<file path="config.mk">
export PLATFORM = sky130hd
export DESIGN_NAME = rme_isqrt
export DESIGN_NICKNAME = d
export VERILOG_FILES = /design/src/sv/rotation_matrix_to_euler_top_defines.svh /design/src/sv/rme_pkg.sv /design/src/sv/rme_isqrt.sv
export SDC_FILE = /design/constraint.sdc
export NUM_CORES = 1
export LEC_CHECK = 0
export ABC_AREA = 1
export BUFFER_PORTS_ARGS = -buffer_cell sky130_fd_sc_hd__buf_2
export CORE_UTILIZATION = 31
export CTS_CLUSTER_SIZE = 40
export DETAILED_ROUTE_END_ITERATION = 12
export GPL_ROUTABILITY_DRIVEN = 0
export GPL_TIMING_DRIVEN = 0
export PLACE_DENSITY_LB_ADDON = 0.2
export SETUP_SLACK_MARGIN = 0.1
export SLEW_MARGIN = 20
export SYNTH_ARGS = -nofsm -noshare
export SYNTH_HDL_FRONTEND = slang
export SYNTH_SLANG_ARGS = --single-unit
</file>
<file path="constraint.sdc">
create_clock -name aclk -period 3.3 [get_ports aclk]
set_clock_uncertainty 0.2 [all_clocks]
set_input_delay 0.495 -clock aclk [delete_from_list [all_inputs] [get_ports aclk]]
set_output_delay 0.495 -clock aclk [all_outputs]
set_load 0.01 [all_outputs]
</file>
<file path="src/sv/rotation_matrix_to_euler_top_defines.svh">
// Assertion helpers for the rotation matrix to Euler angle block.
`ifndef ROTATION_MATRIX_TO_EULER_TOP_DEFINES_SVH
`define ROTATION_MATRIX_TO_EULER_TOP_DEFINES_SVH
`ifndef SYNTHESIS
// Check a property while out of reset.
`define RME_ASSERT(label, clk, rst_n, prop) \
    label: assert property (@(posedge clk) disable iff (!rst_n) prop) \
        else $error("rme assertion failed");
// Check a property at every edge, reset included.
`define RME_ASSERT_ALWAYS(label, clk, prop) \
    label: assert property (@(posedge clk) prop) \
        else $error("rme assertion failed");
`else
`define RME_ASSERT(label, clk, rst_n, prop)
`define RME_ASSERT_ALWAYS(label, clk, prop)
`endif
`endif

</file>
<file path="src/sv/rme_pkg.sv">
`default_nettype none
package rme_pkg;

    localparam int ANG_W      = 25;   // internal angle, 2^-20 rad
    localparam int Q12_W      = ANG_W - 8;
    localparam int DW         = 36;   // CORDIC vector width
    localparam int OPW        = 17;   // CORDIC operand width
    localparam int ISQ_STAGES = 15;
    localparam int TAB_LEN    = 24;

    localparam logic signed [ANG_W-1:0] PI_Q20      = 25'sd3294199;
    localparam logic signed [15:0]      HALF_PI_Q12 = 16'sd6434;
    localparam logic signed [15:0]      ONE_Q14     = 16'sd16384;

    typedef enum logic [1:0] {
        LOCK_NONE = 2'd0,
        LOCK_NEG  = 2'd1,
        LOCK_POS  = 2'd2
    } lock_t;

    typedef struct packed {
        logic signed [15:0] m00;
        logic signed [15:0] m01;
        logic signed [15:0] m10;
        logic signed [15:0] m12;
        logic signed [15:0] m20;
        logic signed [15:0] m22;
        logic signed [15:0] s;
        lock_t              lock;
    } item_t;

    function automatic logic signed [ANG_W-1:0] atan_tab(input int i);
        logic signed [ANG_W-1:0] v;
        unique case (i)
            0:  v = 25'sd823550;
            1:  v = 25'sd486170;
            2:  v = 25'sd256879;
            3:  v = 25'sd130396;
            4:  v = 25'sd65451;
            5:  v = 25'sd32757;
            6:  v = 25'sd16383;
            7:  v = 25'sd8192;
            8:  v = 25'sd4096;
            9:  v = 25'sd2048;
            10: v = 25'sd1024;
            11: v = 25'sd512;
            12: v = 25'sd256;
            13: v = 25'sd128;
            14: v = 25'sd64;
            15: v = 25'sd32;
            16: v = 25'sd16;
            17: v = 25'sd8;
            18: v = 25'sd4;
            19: v = 25'sd2;
            20: v = 25'sd1;
            default: v = '0;
        endcase
        return v;
    endfunction

    // Round to Q4.12 with floor((v + 128) / 256).
    function automatic logic signed [Q12_W-1:0] to_q12(input logic signed [ANG_W-1:0] v);
        logic signed [ANG_W-1:0] t;
        t = v + 25'sd128;
        return t[ANG_W-1:8];
    endfunction

endpackage
`default_nettype wire

</file>
<file path="src/sv/rme_isqrt.sv">
`default_nettype none
// Pipelined integer square root, one result bit per stage.
module rme_isqrt (
    input  wire logic        aclk,
    input  wire logic        en,
    input  wire logic [28:0] v_in,
    output logic      [14:0] root
);
    localparam int N = rme_pkg::ISQ_STAGES;

    logic [29:0] v_st [0:N];
    logic [29:0] r_st [0:N];

    assign v_st[0] = {1'b0, v_in};
    assign r_st[0] = '0;

    for (genvar k = 0; k < N; k++) begin : g_stage
        localparam logic [29:0] BIT = 30'(1) << (2 * (N - 1 - k));
        logic [29:0] trial;
        logic [29:0] v_reg, r_reg;
        assign trial = r_st[k] + BIT;
        always_ff @(posedge aclk) begin
            if (en) begin
                if (v_st[k] >= trial) begin
                    v_reg <= v_st[k] - trial;
                    r_reg <= (r_st[k] >> 1) + BIT;
                end else begin
                    v_reg <= v_st[k];
                    r_reg <= r_st[k] >> 1;
                end
            end
        end
        assign v_st[k+1] = v_reg;
        assign r_st[k+1] = r_reg;
    end

    assign root = r_st[N][14:0];
endmodule
`default_nettype wire

</file>
Word-level counts from Yosys, hierarchy flattened
Index checks and enable logic that the tools add are counted.
{"block": "totals", "reg_bits": 855, "inputBits": 31, "out_inout_bits": 15, "word_cells": 129}
{"block": "op_classes", "addsub": 42, "order_cmp": 15, "n_mux": 29}
{"operator": "$mux 29", "n": 15}
{"operator": "$ge 30x30->1", "n": 14}
{"operator": "$mux 30", "n": 13}
{"operator": "$sub 30x30->30", "n": 13}
{"operator": "$add 29x11->30 const B", "n": 1}
{"operator": "$add 29x13->30 const B", "n": 1}
{"operator": "$add 29x15->30 const B", "n": 1}
{"operator": "$add 29x17->30 const B", "n": 1}
{"operator": "$add 29x19->30 const B", "n": 1}
{"operator": "$add 29x21->30 const B", "n": 1}
{"operator": "$add 29x23->30 const B", "n": 1}
{"operator": "$add 29x25->30 const B", "n": 1}
{"operator": "$add 29x27->30 const B", "n": 1}
{"operator": "$add 29x3->30 const B", "n": 1}
{"operator": "$add 29x5->30 const B", "n": 1}
{"operator": "$add 29x7->30 const B", "n": 1}
{"operator": "$add 29x9->30 const B", "n": 1}
{"operator": "$add 30x1->30 const B", "n": 1}
{"operator": "$add 30x11->30 const B", "n": 1}
{"operator": "$add 30x13->30 const B", "n": 1}
{"operator": "$add 30x15->30 const B", "n": 1}
{"operator": "$add 30x17->30 const B", "n": 1}
{"operator": "$add 30x19->30 const B", "n": 1}
{"operator": "$add 30x21->30 const B", "n": 1}
{"operator": "11 further kinds", "n": 11}

Depth between registers and ports, before layout
{"block": "depth", "ltp_word": 3, "depth_mapped": 14, "ltp_nobuf": 14}

Least setup slack after synthesis
Ideal clock, no wire load.
{"block": "synth_timing", "path_kind": "register to register", "start": "register g_stage[9].v_reg[19]", "end": "register g_stage[10].v_reg[16], data pin", "setup_ns": 0.252, "arrival_time_ns": 1.689, "t_required_ns": 2.848, "setup_slack_ns": 1.158, "stages_incl_launch_ff": 11, "path_buffers": 1, "synth_period_minus_slack_ns": 2.142, "path_cell_list": "edfxtp_1 -> ha_1 -> a21oi_2 -> inv_1 -> nor2_2 -> nand2_1 -> a21oi_2 -> nand2_4 -> buf_4 -> nand2_1 -> nand2_1"}
{"block": "synth_between", "elab_chain_len": 2}
{"item": "start: declaration", "line_no": "rme_isqrt.sv:20", "rtl": "logic [29:0] v_reg, r_reg;"}
{"item": "start signal: assignment", "line_no": "rme_isqrt.sv:25", "rtl": "v_reg <= v_st[k] - trial;"}
{"item": "start signal: assignment", "line_no": "rme_isqrt.sv:28", "rtl": "v_reg <= v_st[k];"}
{"item": "$ge 30x30->1", "line_no": "rme_isqrt.sv:24", "rtl": "if (v_st[k] >= trial) begin"}
{"item": "$mux 30", "line_no": "rme_isqrt.sv:24"}
{"item": "end signal: assignment", "line_no": "rme_isqrt.sv:25"}
{"item": "end signal: assignment", "line_no": "rme_isqrt.sv:28"}
{"item": "end: declaration", "line_no": "rme_isqrt.sv:20"}
No other way between the ends.
A chain may end at the register's enable or synchronous reset.

Worst setup path in the final report
{"block": "layout_timing", "start": "register g_stage[9].r_reg[19]", "end": "register g_stage[10].v_reg[29], data pin"}
{"block": "layout_between", "elab_chain_len": 3, "word_cells_on_any_way": 4, "cone_classes": "add/sub: 2; order compare: 1; mux: 1"}
{"item": "start: declaration", "line_no": "rme_isqrt.sv:20"}
{"item": "start signal: assignment", "line_no": "rme_isqrt.sv:26", "rtl": "r_reg <= (r_st[k] >> 1) + BIT;"}
{"item": "start signal: assignment", "line_no": "rme_isqrt.sv:29", "rtl": "r_reg <= r_st[k] >> 1;"}
{"item": "$add 30x9->30 (*)", "line_no": "rme_isqrt.sv:21", "rtl": "assign trial = r_st[k] + BIT;"}
{"item": "$sub 30x30->30 or $ge 30x30->1 (tied branches)", "line_no": "rme_isqrt.sv:25, rme_isqrt.sv:24"}
{"item": "$mux 30 (*)", "line_no": "rme_isqrt.sv:24"}
Every way passes the cells marked *; elsewhere a longest branch is shown, timed or not.

==> impl_metrics.env <==
export IMPL_reg2reg_depth=11
export IMPL_n_antenna_cell=0
export IMPL_grt_first_pass_wirelength_um=111000
export IMPL_post_cts_buffers=0
export IMPL_die_h_um=311
export IMPL_stdcell_area_sq_mm=0.0339
export IMPL_synth_cell_area_sq_mm=0.0295
export IMPL_post_place_ws_ns=0.267
export IMPL_cts_buffers=59
export IMPL_leakage_nw=14.9
export IMPL_seqPwrFrac_pct=44.7
export IMPL_final_nets=3592
export IMPL_drc=0
export IMPL_drtIter0Drc=1318
export IMPL_synth_cell_types=47
export IMPL_dr_pass1_iters=7
export IMPL_async_flop_share_pct=0
export IMPL_slew_violations=0
export IMPL_pwr_share_comb_pct=21.4
export IMPL_synth_top_cell_area_share_pct=54.9
export IMPL_vdd_drop_max_mv=0.434
export IMPL_cp_startpoint="g_stage[9].r_reg[19]"
export IMPL_slowest_stage="edfxtp_1"
export IMPL_status="finished, final reports clean"
export IMPL_ys_ff_latch=540
export IMPL_grt_overflow=0
export IMPL_num_rows=112
export IMPL_dr_max_layer_used="met4"
export IMPL_critPathArrivalTime_ns=3.19
export IMPL_drive_gt1_share_pct=7.59
export IMPL_synth_seq_area_share_pct=54.9
export IMPL_postRouteAntennaNets=0
export IMPL_yosys_top_cells_count="nand2_1, edfxtp_1, inv_1, nor2_1, nand3_1"
export IMPL_min_path_type="reg -> reg"
export IMPL_swShare_pct=30.2
export IMPL_core_area_sq_mm=0.0939
export IMPL_track_usage_pct=14.5
export IMPL_fin_util_pct=36.1
export IMPL_cts_sinks=540
export IMPL_start_kind="flop"
export IMPL_max_slew_margin_pct=46.0
export IMPL_cts_max_path_buffers=3
export IMPL_grt_pass1_vias=20609
export IMPL_met2_wirelength_um=34000
export IMPL_r2r_slack_ns=0.35
export IMPL_tns_ns=0
export IMPL_start_util_pct=31.5
export IMPL_end_kind="flop"
export IMPL_clkPwrFrac_pct=33.9
export IMPL_max_clock_freq_mhz=339
export IMPL_synth_edf_count=540
export IMPL_yosysMostFrequentCell="nand2_1"
export IMPL_dr_total_vias=21066
export IMPL_timing_rr_end="g_stage[10].v_reg[29]"
export IMPL_synthCells=3288
export IMPL_viasPerCell=4.45
export IMPL_route_met3_wl_um=2500
export IMPL_htree_levels=2
export IMPL_synth_ff_type="edfxtp_1"
export IMPL_grt_max_degree=100
export IMPL_crit_type="reg -> reg"
export IMPL_cts_resized=0
export IMPL_clk_latency_ns=0.64
export IMPL_die_w_um=311
export IMPL_yosysWarnings=0
export IMPL_crit_reg2reg_launch="g_stage[9].r_reg[19]"
export IMPL_syn_area_per_cell_sq_um=8.98
export IMPL_min_delay_start="g_stage[12].v_reg[1]"
export IMPL_fin_ws_ns=0.352
export IMPL_port_buffers=44
export IMPL_clockRootBuffer="clkbuf_16"
export IMPL_nFillCells=9680
export IMPL_power_density_mw_per_mm2=609
export IMPL_cts_hold_buf=30
export IMPL_finalSetupViolCount=0
export IMPL_wl_met1_um=32200
export IMPL_max_stage_delay_ns=0.42
export IMPL_routed_wl_um=70300
export IMPL_syn_to_final_growth_pct=14.7
export IMPL_rsz0062_at_grt="false"
export IMPL_synth_area_leader_cell="edfxtp_1"
export IMPL_io_pins=46
export IMPL_dpl_hpwl_um=54600
export IMPL_post_dp_cell_area_sq_mm=0.0315
export IMPL_path_clk_slew_ns=0.06
export IMPL_dieArea_sq_mm=0.0965
export IMPL_crit_chain="inv_1, ha_1, nand2_1, nor2_1, nand4_1, nor2_1, nor2_1, nand2_4, inv_4, buf_6, a21oi_1"
export IMPL_wl_per_cell_um=14.8
export IMPL_critPathRequiredTime_ns=3.54
export IMPL_cap_viol_max_count=0
export IMPL_cpMostUsedCell="nor2_1"
export IMPL_largest_reg_flops=420
export IMPL_worst_slew_pin_slew_ns=0.801
export IMPL_antenna_found_initial=0
export IMPL_hold_viol_final=0
export IMPL_period_share_pct=89.3
export IMPL_p_sw_mw=6.23
export IMPL_total_power_mw=20.6
export IMPL_cts_tree="built"
export IMPL_final_min_clock_period_ns=2.95
export IMPL_path_max_fanout=10
export IMPL_synthTopCellsByArea="edfxtp_1, nand2_1, inv_1"
export IMPL_internal_power_mw=14.4
export IMPL_crit_path_end="g_stage[10].v_reg[29]"
## layer usage
metal	vias to the layer above	track usage [%]
li1	11012	-
met1	9651	18.6
met2	318	25.3
met3	85	2.01
met4	0	4.16
met5	-	0
## worst max-delay path: cells and delay by family, from the launching register on
kind                     cells  cell delay (ns)
AND/OR/NAND/NOR              6             1.24
flip-flops                   1             0.42
adder cells (fa/ha/maj)      1             0.39
buffers and inverters        3             0.29
AO/OA/AOI/OAI                1             0.22
## worst min path at each step
stage                                 endpoint  slack (ns)  cells after the start
after global placement    g_stage[1].v_reg[23]        0.23                      0
after global routing      g_stage[14].r_reg[6]        0.23                      0
after detailed placement   g_stage[1].v_reg[4]        0.23                      0
after CTS                 g_stage[14].r_reg[6]        0.22                      0
after floorplan           g_stage[12].v_reg[0]        0.22                      0
final                     g_stage[13].v_reg[1]        0.22                      0
## power groups by stage
stage,combinational (mW),sequential (mW),clock (mW)
floorplan,3.27,9.09,0
global placement,4.36,9.49,0
detailed placement,4.39,9.37,0
CTS,4.44,9.23,7.23
global route,5.08,9.30,7.49
finish,4.42,9.21,6.99
## final cells by class
class	count	area [sq um]	share of cell area, %
Buffer	23	193	0.569
Multi-Input combinational cell	2185	11100	32.7
Clock buffer	64	1500	4.41
Clock inverter	47	581	1.71
Tap cell	1254	1570	4.63
Inverter	541	2040	6.02
Sequential cell	540	16200	47.9
Timing Repair Buffer	80	696	2.05
## cell usage in the layout (no fill, tap or decap), drive strengths merged, types with 2 or more instances in the layout
| cell type | n |
|---|---|
| edfxtp | 540 |
| dlygate4sd3 | 30 |
| nor3b | 4 |
| clkinv | 31 |
| inv | 542 |
| nor4 | 10 |
| nor2 | 340 |
| o21bai | 4 |
| nand4 | 51 |
| xnor2 | 40 |
| clkinvlp | 3 |
| a21o | 6 |
| nor3 | 28 |
| bufinv | 12 |
| ha | 131 |
| or2 | 16 |
| and2 | 6 |
| xor2 | 58 |
| o21ai | 83 |
| o211ai | 5 |
| clkbuf | 66 |
| conb | 2 |
| a21oi | 121 |
| nand3 | 198 |
| nand2 | 1045 |
| a21boi | 6 |
| buf | 71 |
| nand3b | 26 |
## metrics by stage
| step | std cells | hold slack, ns |
|---|---|---|
| 2_1_floorplan | 3289 | 0.217 |
| 3_3_place_gp | 4587 | 0.227 |
| 3_5_place_dp | 4593 | 0.231 |
| 4_1_cts | 4734 | 0.224 |
| 5_1_grt | 4734 | 0.231 |
| 6_report | 4734 | 0.224 |
## cell families after synthesis
kind of cell | Yosys count | share of synthesized area (%)
AOI/OAI and AO/OA | 228 | 4.58
adders and majority gates | 131 | 5.55
xor gates and xnor gates | 98 | 2.93
buffers and inverters | 564 | 7.55
and+or+nand+nor | 1726 | 24.5
other | 1 | 0.0127
DFF | 540 | 54.9
Note: power is estimated with default switching activity, not from simulation.
