File: config.mk
export PLATFORM = sky130hd
export DESIGN_NAME = rme_cordic
export DESIGN_NICKNAME = d
export VERILOG_FILES = /design/src/sv/rotation_matrix_to_euler_top_defines.svh /design/src/sv/rme_pkg.sv /design/src/sv/rme_cordic.sv
export SDC_FILE = /design/constraint.sdc
export NUM_CORES = 2
export LEC_CHECK = 0
export BUFFER_PORTS_ARGS = -buffer_cell sky130_fd_sc_hd__buf_2
export CAP_MARGIN = 20
export CORE_MARGIN = 1.5
export CORE_UTILIZATION = 35
export CTS_BUF_LIST = sky130_fd_sc_hd__clkbuf_4 sky130_fd_sc_hd__clkbuf_8
export DETAILED_ROUTE_END_ITERATION = 6
export PLACE_DENSITY = 0.47
export SLEW_MARGIN = 0
export SYNTH_ARGS = -nofsm -noshare
export SYNTH_HDL_FRONTEND = slang
export SYNTH_SLANG_ARGS = --single-unit
File: constraint.sdc
create_clock -name aclk -period 8.1 [get_ports aclk]
set_input_delay 1.62 -clock aclk [delete_from_list [all_inputs] [get_ports aclk]]
set_output_delay 1.62 -clock aclk [all_outputs]
set_load 0.1 [all_outputs]
File: src/sv/rotation_matrix_to_euler_top_defines.svh
// Assertion helpers for the rotation matrix to Euler angle block.
`ifndef ROTATION_MATRIX_TO_EULER_TOP_DEFINES_SVH
`define ROTATION_MATRIX_TO_EULER_TOP_DEFINES_SVH
`ifndef SYNTHESIS
// Check a property while out of reset.
`define RME_ASSERT(label, clk, rst_n, prop) \
    label: assert property (@(posedge clk) disable iff (!rst_n) prop) \
        else $error("rme assertion failed");
// Check a property at every edge, reset included.
`define RME_ASSERT_ALWAYS(label, clk, prop) \
    label: assert property (@(posedge clk) prop) \
        else $error("rme assertion failed");
`else
`define RME_ASSERT(label, clk, rst_n, prop)
`define RME_ASSERT_ALWAYS(label, clk, prop)
`endif
`endif

File: src/sv/rme_pkg.sv
`default_nettype none
package rme_pkg;

    localparam int ANG_W      = 25;   // internal angle, 2^-20 rad
    localparam int Q12_W      = ANG_W - 8;
    localparam int DW         = 36;   // CORDIC vector width
    localparam int OPW        = 17;   // CORDIC operand width
    localparam int ISQ_STAGES = 15;
    localparam int TAB_LEN    = 24;

    localparam logic signed [ANG_W-1:0] PI_Q20      = 25'sd3294199;
    localparam logic signed [15:0]      HALF_PI_Q12 = 16'sd6434;
    localparam logic signed [15:0]      ONE_Q14     = 16'sd16384;

    typedef enum logic [1:0] {
        LOCK_NONE = 2'd0,
        LOCK_NEG  = 2'd1,
        LOCK_POS  = 2'd2
    } lock_t;

    typedef struct packed {
        logic signed [15:0] m00;
        logic signed [15:0] m01;
        logic signed [15:0] m10;
        logic signed [15:0] m12;
        logic signed [15:0] m20;
        logic signed [15:0] m22;
        logic signed [15:0] s;
        lock_t              lock;
    } item_t;

    function automatic logic signed [ANG_W-1:0] atan_tab(input int i);
        logic signed [ANG_W-1:0] v;
        unique case (i)
            0:  v = 25'sd823550;
            1:  v = 25'sd486170;
            2:  v = 25'sd256879;
            3:  v = 25'sd130396;
            4:  v = 25'sd65451;
            5:  v = 25'sd32757;
            6:  v = 25'sd16383;
            7:  v = 25'sd8192;
            8:  v = 25'sd4096;
            9:  v = 25'sd2048;
            10: v = 25'sd1024;
            11: v = 25'sd512;
            12: v = 25'sd256;
            13: v = 25'sd128;
            14: v = 25'sd64;
            15: v = 25'sd32;
            16: v = 25'sd16;
            17: v = 25'sd8;
            18: v = 25'sd4;
            19: v = 25'sd2;
            20: v = 25'sd1;
            default: v = '0;
        endcase
        return v;
    endfunction

    // Round to Q4.12 with floor((v + 128) / 256).
    function automatic logic signed [Q12_W-1:0] to_q12(input logic signed [ANG_W-1:0] v);
        logic signed [ANG_W-1:0] t;
        t = v + 25'sd128;
        return t[ANG_W-1:8];
    endfunction

endpackage
`default_nettype wire

File: src/sv/rme_cordic.sv
`default_nettype none
// Pipelined vectoring CORDIC atan2 with an input register ahead of the rotation stages.
module rme_cordic #(
    parameter int STAGES = 16
) (
    input  wire logic                                aclk,
    input  wire logic                                en,
    input  wire logic signed [rme_pkg::OPW-1:0]     y_in,
    input  wire logic signed [rme_pkg::OPW-1:0]     x_in,
    output logic signed      [rme_pkg::ANG_W-1:0]   z_out
);
    localparam int DW  = rme_pkg::DW;
    localparam int OPW = rme_pkg::OPW;
    localparam int AW  = rme_pkg::ANG_W;

    logic signed [DW-1:0] xs_st [0:STAGES];
    logic signed [DW-1:0] ys_st [0:STAGES];
    logic signed [AW-1:0] z_st  [0:STAGES];
    logic                 zero_st [0:STAGES];

    // Fold the left half plane onto the right one.
    logic signed [OPW-1:0] xf, yf;
    logic signed [AW-1:0]  z0;
    always_comb begin
        if (x_in < 0) begin
            xf = -x_in;
            yf = -y_in;
            z0 = (y_in >= 0) ? rme_pkg::PI_Q20 : -rme_pkg::PI_Q20;
        end else begin
            xf = x_in;
            yf = y_in;
            z0 = '0;
        end
    end

    logic signed [DW-1:0] xs0_reg, ys0_reg;
    logic signed [AW-1:0] z0_reg;
    logic                 zero0_reg;
    always_ff @(posedge aclk) begin
        if (en) begin
            xs0_reg   <= {{(DW-OPW-16){xf[OPW-1]}}, xf, 16'b0};
            ys0_reg   <= {{(DW-OPW-16){yf[OPW-1]}}, yf, 16'b0};
            z0_reg    <= z0;
            zero0_reg <= (x_in == 0) && (y_in == 0);
        end
    end
    assign xs_st[0]   = xs0_reg;
    assign ys_st[0]   = ys0_reg;
    assign z_st[0]    = z0_reg;
    assign zero_st[0] = zero0_reg;

    for (genvar i = 0; i < STAGES; i++) begin : g_stage
        localparam logic signed [AW-1:0] ANG = rme_pkg::atan_tab(i);
        logic signed [DW-1:0] dx, dy;
        logic signed [DW-1:0] xs_reg, ys_reg;
        logic signed [AW-1:0] z_reg;
        logic                 zero_reg;
        assign dx = ys_st[i] >>> i;
        assign dy = xs_st[i] >>> i;
        always_ff @(posedge aclk) begin
            if (en) begin
                if (ys_st[i] > 0) begin
                    xs_reg <= xs_st[i] + dx;
                    ys_reg <= ys_st[i] - dy;
                    z_reg  <= z_st[i] + ANG;
                end else begin
                    xs_reg <= xs_st[i] - dx;
                    ys_reg <= ys_st[i] + dy;
                    z_reg  <= z_st[i] - ANG;
                end
                zero_reg <= zero_st[i];
            end
        end
        assign xs_st[i+1]   = xs_reg;
        assign ys_st[i+1]   = ys_reg;
        assign z_st[i+1]    = z_reg;
        assign zero_st[i+1] = zero_reg;
    end

    assign z_out = zero_st[STAGES] ? '0 : z_st[STAGES];
endmodule
`default_nettype wire

; Yosys cells after proc, flatten, opt, wreduce, memory -nomap -nowiden
; Cells that the tools add are included.
[word_totals]
ff_bits = 1520
input_bits = 36
output_inout_bits = 25
word_cells = 226
[op_classes]
n_addsub = 91
order_cmp = 18
n_mux = 49
n_reduce_logical = 3
[op_table]
columns = operator, count
row1 = 36-bit two-way mux, 29
row2 = "36-bit by 1-bit greater-than comparator with 1-bit output, second input constant", 15
row3 = 25-bit two-way mux, 18
row4 = 36-bit by 23-bit adder with 36-bit output, 2
row5 = 36-bit by 24-bit adder with 36-bit output, 2
row6 = 36-bit by 25-bit adder with 36-bit output, 2
row7 = 36-bit by 26-bit adder with 36-bit output, 2
row8 = 36-bit by 27-bit adder with 36-bit output, 2
row9 = 36-bit by 28-bit adder with 36-bit output, 2
row10 = 36-bit by 29-bit adder with 36-bit output, 2
row11 = 36-bit by 30-bit adder with 36-bit output, 2
row12 = 36-bit by 31-bit adder with 36-bit output, 2
row13 = 36-bit by 32-bit adder with 36-bit output, 2
row14 = 36-bit by 33-bit adder with 36-bit output, 2
row15 = 36-bit by 34-bit adder with 36-bit output, 2
row16 = 36-bit by 35-bit adder with 36-bit output, 2
row17 = 36-bit by 23-bit subtractor with 36-bit output, 2
row18 = 36-bit by 24-bit subtractor with 36-bit output, 2
row19 = 36-bit by 25-bit subtractor with 36-bit output, 2
row20 = 36-bit by 26-bit subtractor with 36-bit output, 2
row21 = 36-bit by 27-bit subtractor with 36-bit output, 2
row22 = 36-bit by 28-bit subtractor with 36-bit output, 2
row23 = 36-bit by 29-bit subtractor with 36-bit output, 2
row24 = 36-bit by 30-bit subtractor with 36-bit output, 2
row25 = other kinds (46), 57

; Longest topological paths before layout
[logic_depth]
depth_word = 2
ltp_mapped = 27
depth_no_buf = 25

; Worst setup path after synthesis
; Ideal clock, no wire load.
[synth_timing]
kind = reg-to-reg
start = register g_stage[10].ys_reg[14]
end = register g_stage[11].xs_reg[35] (data pin)
setup_time_ns = 0.256
t_arrival_ns = 6.335
t_required_ns = 7.844
path_slack_ns = 1.509
path_stages_with_launch = 27
n_path_buf = 3
synth_period_minus_slack_ns = 6.591
path_cell_list = edfxtp_1 nor3_2 nand2b_1 or3_1 or4_1 or2_1 or4_1 buf_2 nor2_4 nand4_2 nor2b_4 buf_6 buf_2 mux2i_1 ha_1 nor2b_1 o21ai_0 a21boi_1 o21ai_0 o21ai_1 a221o_1 a21o_1 a41oi_1 o21ai_0 or4_1 a2111o_1 o211a_1
[synth_between]
elab_chain_len = 2
word_cells_on_any_way = 4
cone_classes = add/sub (2) / order compare (1) / mux (1)
[synth_lines]
columns = element, line
row1 = from (decl), rme_cordic.sv:55  ; logic signed [DW-1:0] xs_reg, ys_reg;
row2 = from (signal assigned), rme_cordic.sv:64  ; ys_reg <= ys_st[i] - dy;
row3 = from (signal assigned), rme_cordic.sv:68  ; ys_reg <= ys_st[i] + dy;
row4 = "36-bit by 25-bit subtractor with 36-bit output, or another cell as far along", rme_cordic.sv:67  ; xs_reg <= xs_st[i] - dx;
row5 = 36-bit two-way mux *, rme_cordic.sv:62  ; if (ys_st[i] > 0) begin
row6 = to (signal assigned), rme_cordic.sv:63  ; xs_reg <= xs_st[i] + dx;
row7 = to (signal assigned), rme_cordic.sv:67
row8 = to (decl), rme_cordic.sv:55
; Every way passes the cells marked *; elsewhere a longest branch is shown, timed or not.
; A chain may end at the register's enable or synchronous reset.

; Worst setup path after layout
; Ends and elaborated chain as after synthesis.

==> results.sh <==
export IMPL_ant_nets=0
export IMPL_path_cells="nor3_2 -> nand2b_1 -> or3_1 -> or4_1 -> or2_1 -> or4_1 -> nor2_4 -> nand4_2 -> nor2b_4 -> mux2i_1 -> ha_1 -> nor2b_1 -> o21ai_0 -> a21boi_1 -> o21ai_0 -> o21ai_1 -> a221o_1 -> a21o_1 -> a41oi_1 -> o21ai_0 -> or4_1 -> a2111o_1 -> o211a_1"
export IMPL_final_cell_mix="edfxtp_1 (1352), ha_1 (1176), xnor2_1 (1169)"
export IMPL_synth_xor_area_frac=0.133
export IMPL_met2_usage=0.323
export IMPL_slew_violations=0
export IMPL_outcome="finished clean"
export IMPL_ctsResizeCount=0
export IMPL_placementRows=203
export IMPL_io_pins=61
export IMPL_cp_required_ps=8810
export IMPL_synth_edf_count=1352
export IMPL_via_per_inst=5.38
export IMPL_path_class="register to register"
export IMPL_layout_commonest_cell="edfxtp_1"
export IMPL_cts_tree="yes"
export IMPL_clockBufferDepth=4
export IMPL_drive_above_1_share=0.0621
export IMPL_path_max_fanout=28
export IMPL_synth_area_per_cell_um2=9.81
export IMPL_fmax_mhz=134
export IMPL_place_hpwl_um=241000
export IMPL_finalSetupViolCount=0
export IMPL_dieArea_mm2=0.311
export IMPL_first_iter_violations=5794
export IMPL_die_w_um=558
export IMPL_numCtsBuffers=274
export IMPL_synthSimpleGateAreaFrac=0.138
export IMPL_end_kind="register"
export IMPL_synth_area_mm2=0.108
export IMPL_rsz0062_at_grt="no"
export IMPL_cts_hold_buf=0
export IMPL_overflow=0
export IMPL_use_met3=0.0237
export IMPL_grt_max_degree=164
export IMPL_synth_mux_area_frac=0.00252
export IMPL_coreArea_mm2=0.306
export IMPL_busiest_layer="met2"
export IMPL_synth_adder_area_share=0.145
export IMPL_drc=0
export IMPL_synth_top_family_by_area="compound AO/OA/AOI/OAI gates"
export IMPL_synth_compound_area_frac=0.183
export IMPL_cts_setup_buffers=0
export IMPL_clk_latency_ps=1010
export IMPL_crit_buf_inv=0
export IMPL_relSlewSlack=0.239
export IMPL_synth_seq_cells=1352
export IMPL_rr_worst_depth=23
export IMPL_path_delay_family="simple AND/OR/NAND/NOR gates"
export IMPL_grt_pass1_vias=82600
export IMPL_syn2layout_area_growth_pct=10.5
export IMPL_cts_root_buffer="clkbuf_8"
export IMPL_dr_pass1_iters=6
export IMPL_hold_depth=0
export IMPL_tightest_slew_ps=1130
export IMPL_ys_seq_area_frac=0.377
export IMPL_ys_flop_type="edfxtp_1"
export IMPL_ys_top_cells_by_area="edfxtp_1 (38%), ha_1 (14%), xnor2_1 (9.5%)"
export IMPL_finalHoldViolCount=0
export IMPL_totalWireLength_um=304000
export IMPL_cap_violations=0
export IMPL_synthCells=11000
export IMPL_crit_cells=23
export IMPL_io_buffer_count=60
export IMPL_yosysTopAreaCellShare=0.377
export IMPL_cp_slowest_cell="or4_1"
export IMPL_ys_warnings_count=0
export IMPL_ys_async_sr_fraction=0
export IMPL_wire_per_inst_um=19.5
export IMPL_clkSinkCount=1352
export IMPL_period_needed_ps=7460
export IMPL_die_h_um=558
export IMPL_grt_total_usage=0.192
export IMPL_largest_register_ffs=471
export IMPL_min_path_type="register to register"
export IMPL_synth_cell_types=118
export IMPL_fin_tns_setup_ps=0
export IMPL_syn_num_nets=12200
export IMPL_grt_pass1_wl_um=474000
export IMPL_finClkSkew_ps=113
export IMPL_start_util=0.352
export IMPL_clk_pin_slew_ps=60
export IMPL_reg2reg_slack_ps=640
export IMPL_nNetsFinal=12500
export IMPL_critPathMaxStageDelay_ps=670
export IMPL_via_count=83600
export IMPL_cp_start_kind="register"
export IMPL_crit_arrival_ps=8170
export IMPL_place_congestion=0.901
export IMPL_antenna_found_initial=3
export IMPL_use_met1=0.257
export IMPL_fin_crit_sh=0.921
export IMPL_synth_top_area_cell="edfxtp_1"
export IMPL_htreeDepth=5
-- metrics by stage --
step | worst slack, ps | instances | instance area, µm² | hold slack (ps) | utilization
after floorplan | 1510 | 11000 | 108000 | 400 | -
after global placement | 680 | 15100 | 113000 | 400 | 0.370
after detailed placement | 726 | 15100 | 113000 | 405 | 0.370
after CTS | 684 | 15600 | 119000 | 368 | 0.389
after global routing | 117 | 15600 | 119000 | 397 | 0.389
final | 639 | 15600 | 119000 | 357 | 0.389
-- worst paths after layout --
kind / startpoint / to
worst max-delay path: g_stage[10].ys_reg[14]$_DFFE_PP_ / g_stage[11].xs_reg[35]$_DFFE_PP_
worst min-delay path: g_stage[6].z_reg[11]$_DFFE_PP_ / g_stage[7].z_reg[11]$_DFFE_PP_
worst max register to register: g_stage[10].ys_reg[14]$_DFFE_PP_ / g_stage[11].xs_reg[35]$_DFFE_PP_
worst min register to register: g_stage[6].z_reg[11]$_DFFE_PP_ / g_stage[7].z_reg[11]$_DFFE_PP_
-- layout make-up --
class,instances,area (µm²)
inverters,495,1870
clock inverters,146,1330
clock buffers,344,4350
flip-flops and latches,1352,40600
multi-input cells,8981,64800
repair buffers,138,993
diodes,5,12.5
fillers,30200,187000
well taps,4100,5130
-- kinds of logic (layout without fill, tap and decap cells) --
family | count (synthesis) | after routing
DFF | 1352 | 1352
and+or+nand+nor | 3004 | 3004
xor gates and xnor gates | 1632 | 1632
adders and majority gates | 1220 | 1220
AOI/OAI and AO/OA | 3098 | 3098
buffers and inverters | 643 | 1123
other | 0 | 5
muxes | 27 | 27
-- per-layer routing --
metal / up-vias / share of wire / wire [µm]
li1: 41300 / - / -
met1: 40300 / 0.46 / 140000
met2: 1651 / 0.47 / 142000
met3: 442 / 0.043 / 13000
met4: 2 / 0.028 / 8490
met5: - / 0.000043 / 13
-- Yosys cell counts, types with 168 or more instances --
library cell,n
a21o_1,430
a21oi_1,952
edfxtp_1,1352
ha_1,1176
inv_1,486
nand2_1,647
nand2b_1,172
nand3_1,205
nor2_1,849
nor2b_1,186
nor3_1,302
o21ai_0,655
o21bai_1,168
xnor2_1,1169
xor2_1,461
-- worst reg2reg max path, cell delays in order, from the launching register on --
cell and delay, ps:
edfxtp_1 450, nor3_2 230, nand2b_1 110, or3_1 320, or4_1 460, or2_1 310
or4_1 670, nor2_4 240, nand4_2 210, nor2b_4 340, mux2i_1 310, ha_1 290
nor2b_1 130, o21ai_0 270, a21boi_1 170, o21ai_0 290, o21ai_1 200, a221o_1 390
a21o_1 220, a41oi_1 450, o21ai_0 210, or4_1 450, a2111o_1 380, o211a_1 120
Power is left out: the tool's default activity adds up to more than one toggle a clock period on the data nets, which glitch-free logic cannot reach.
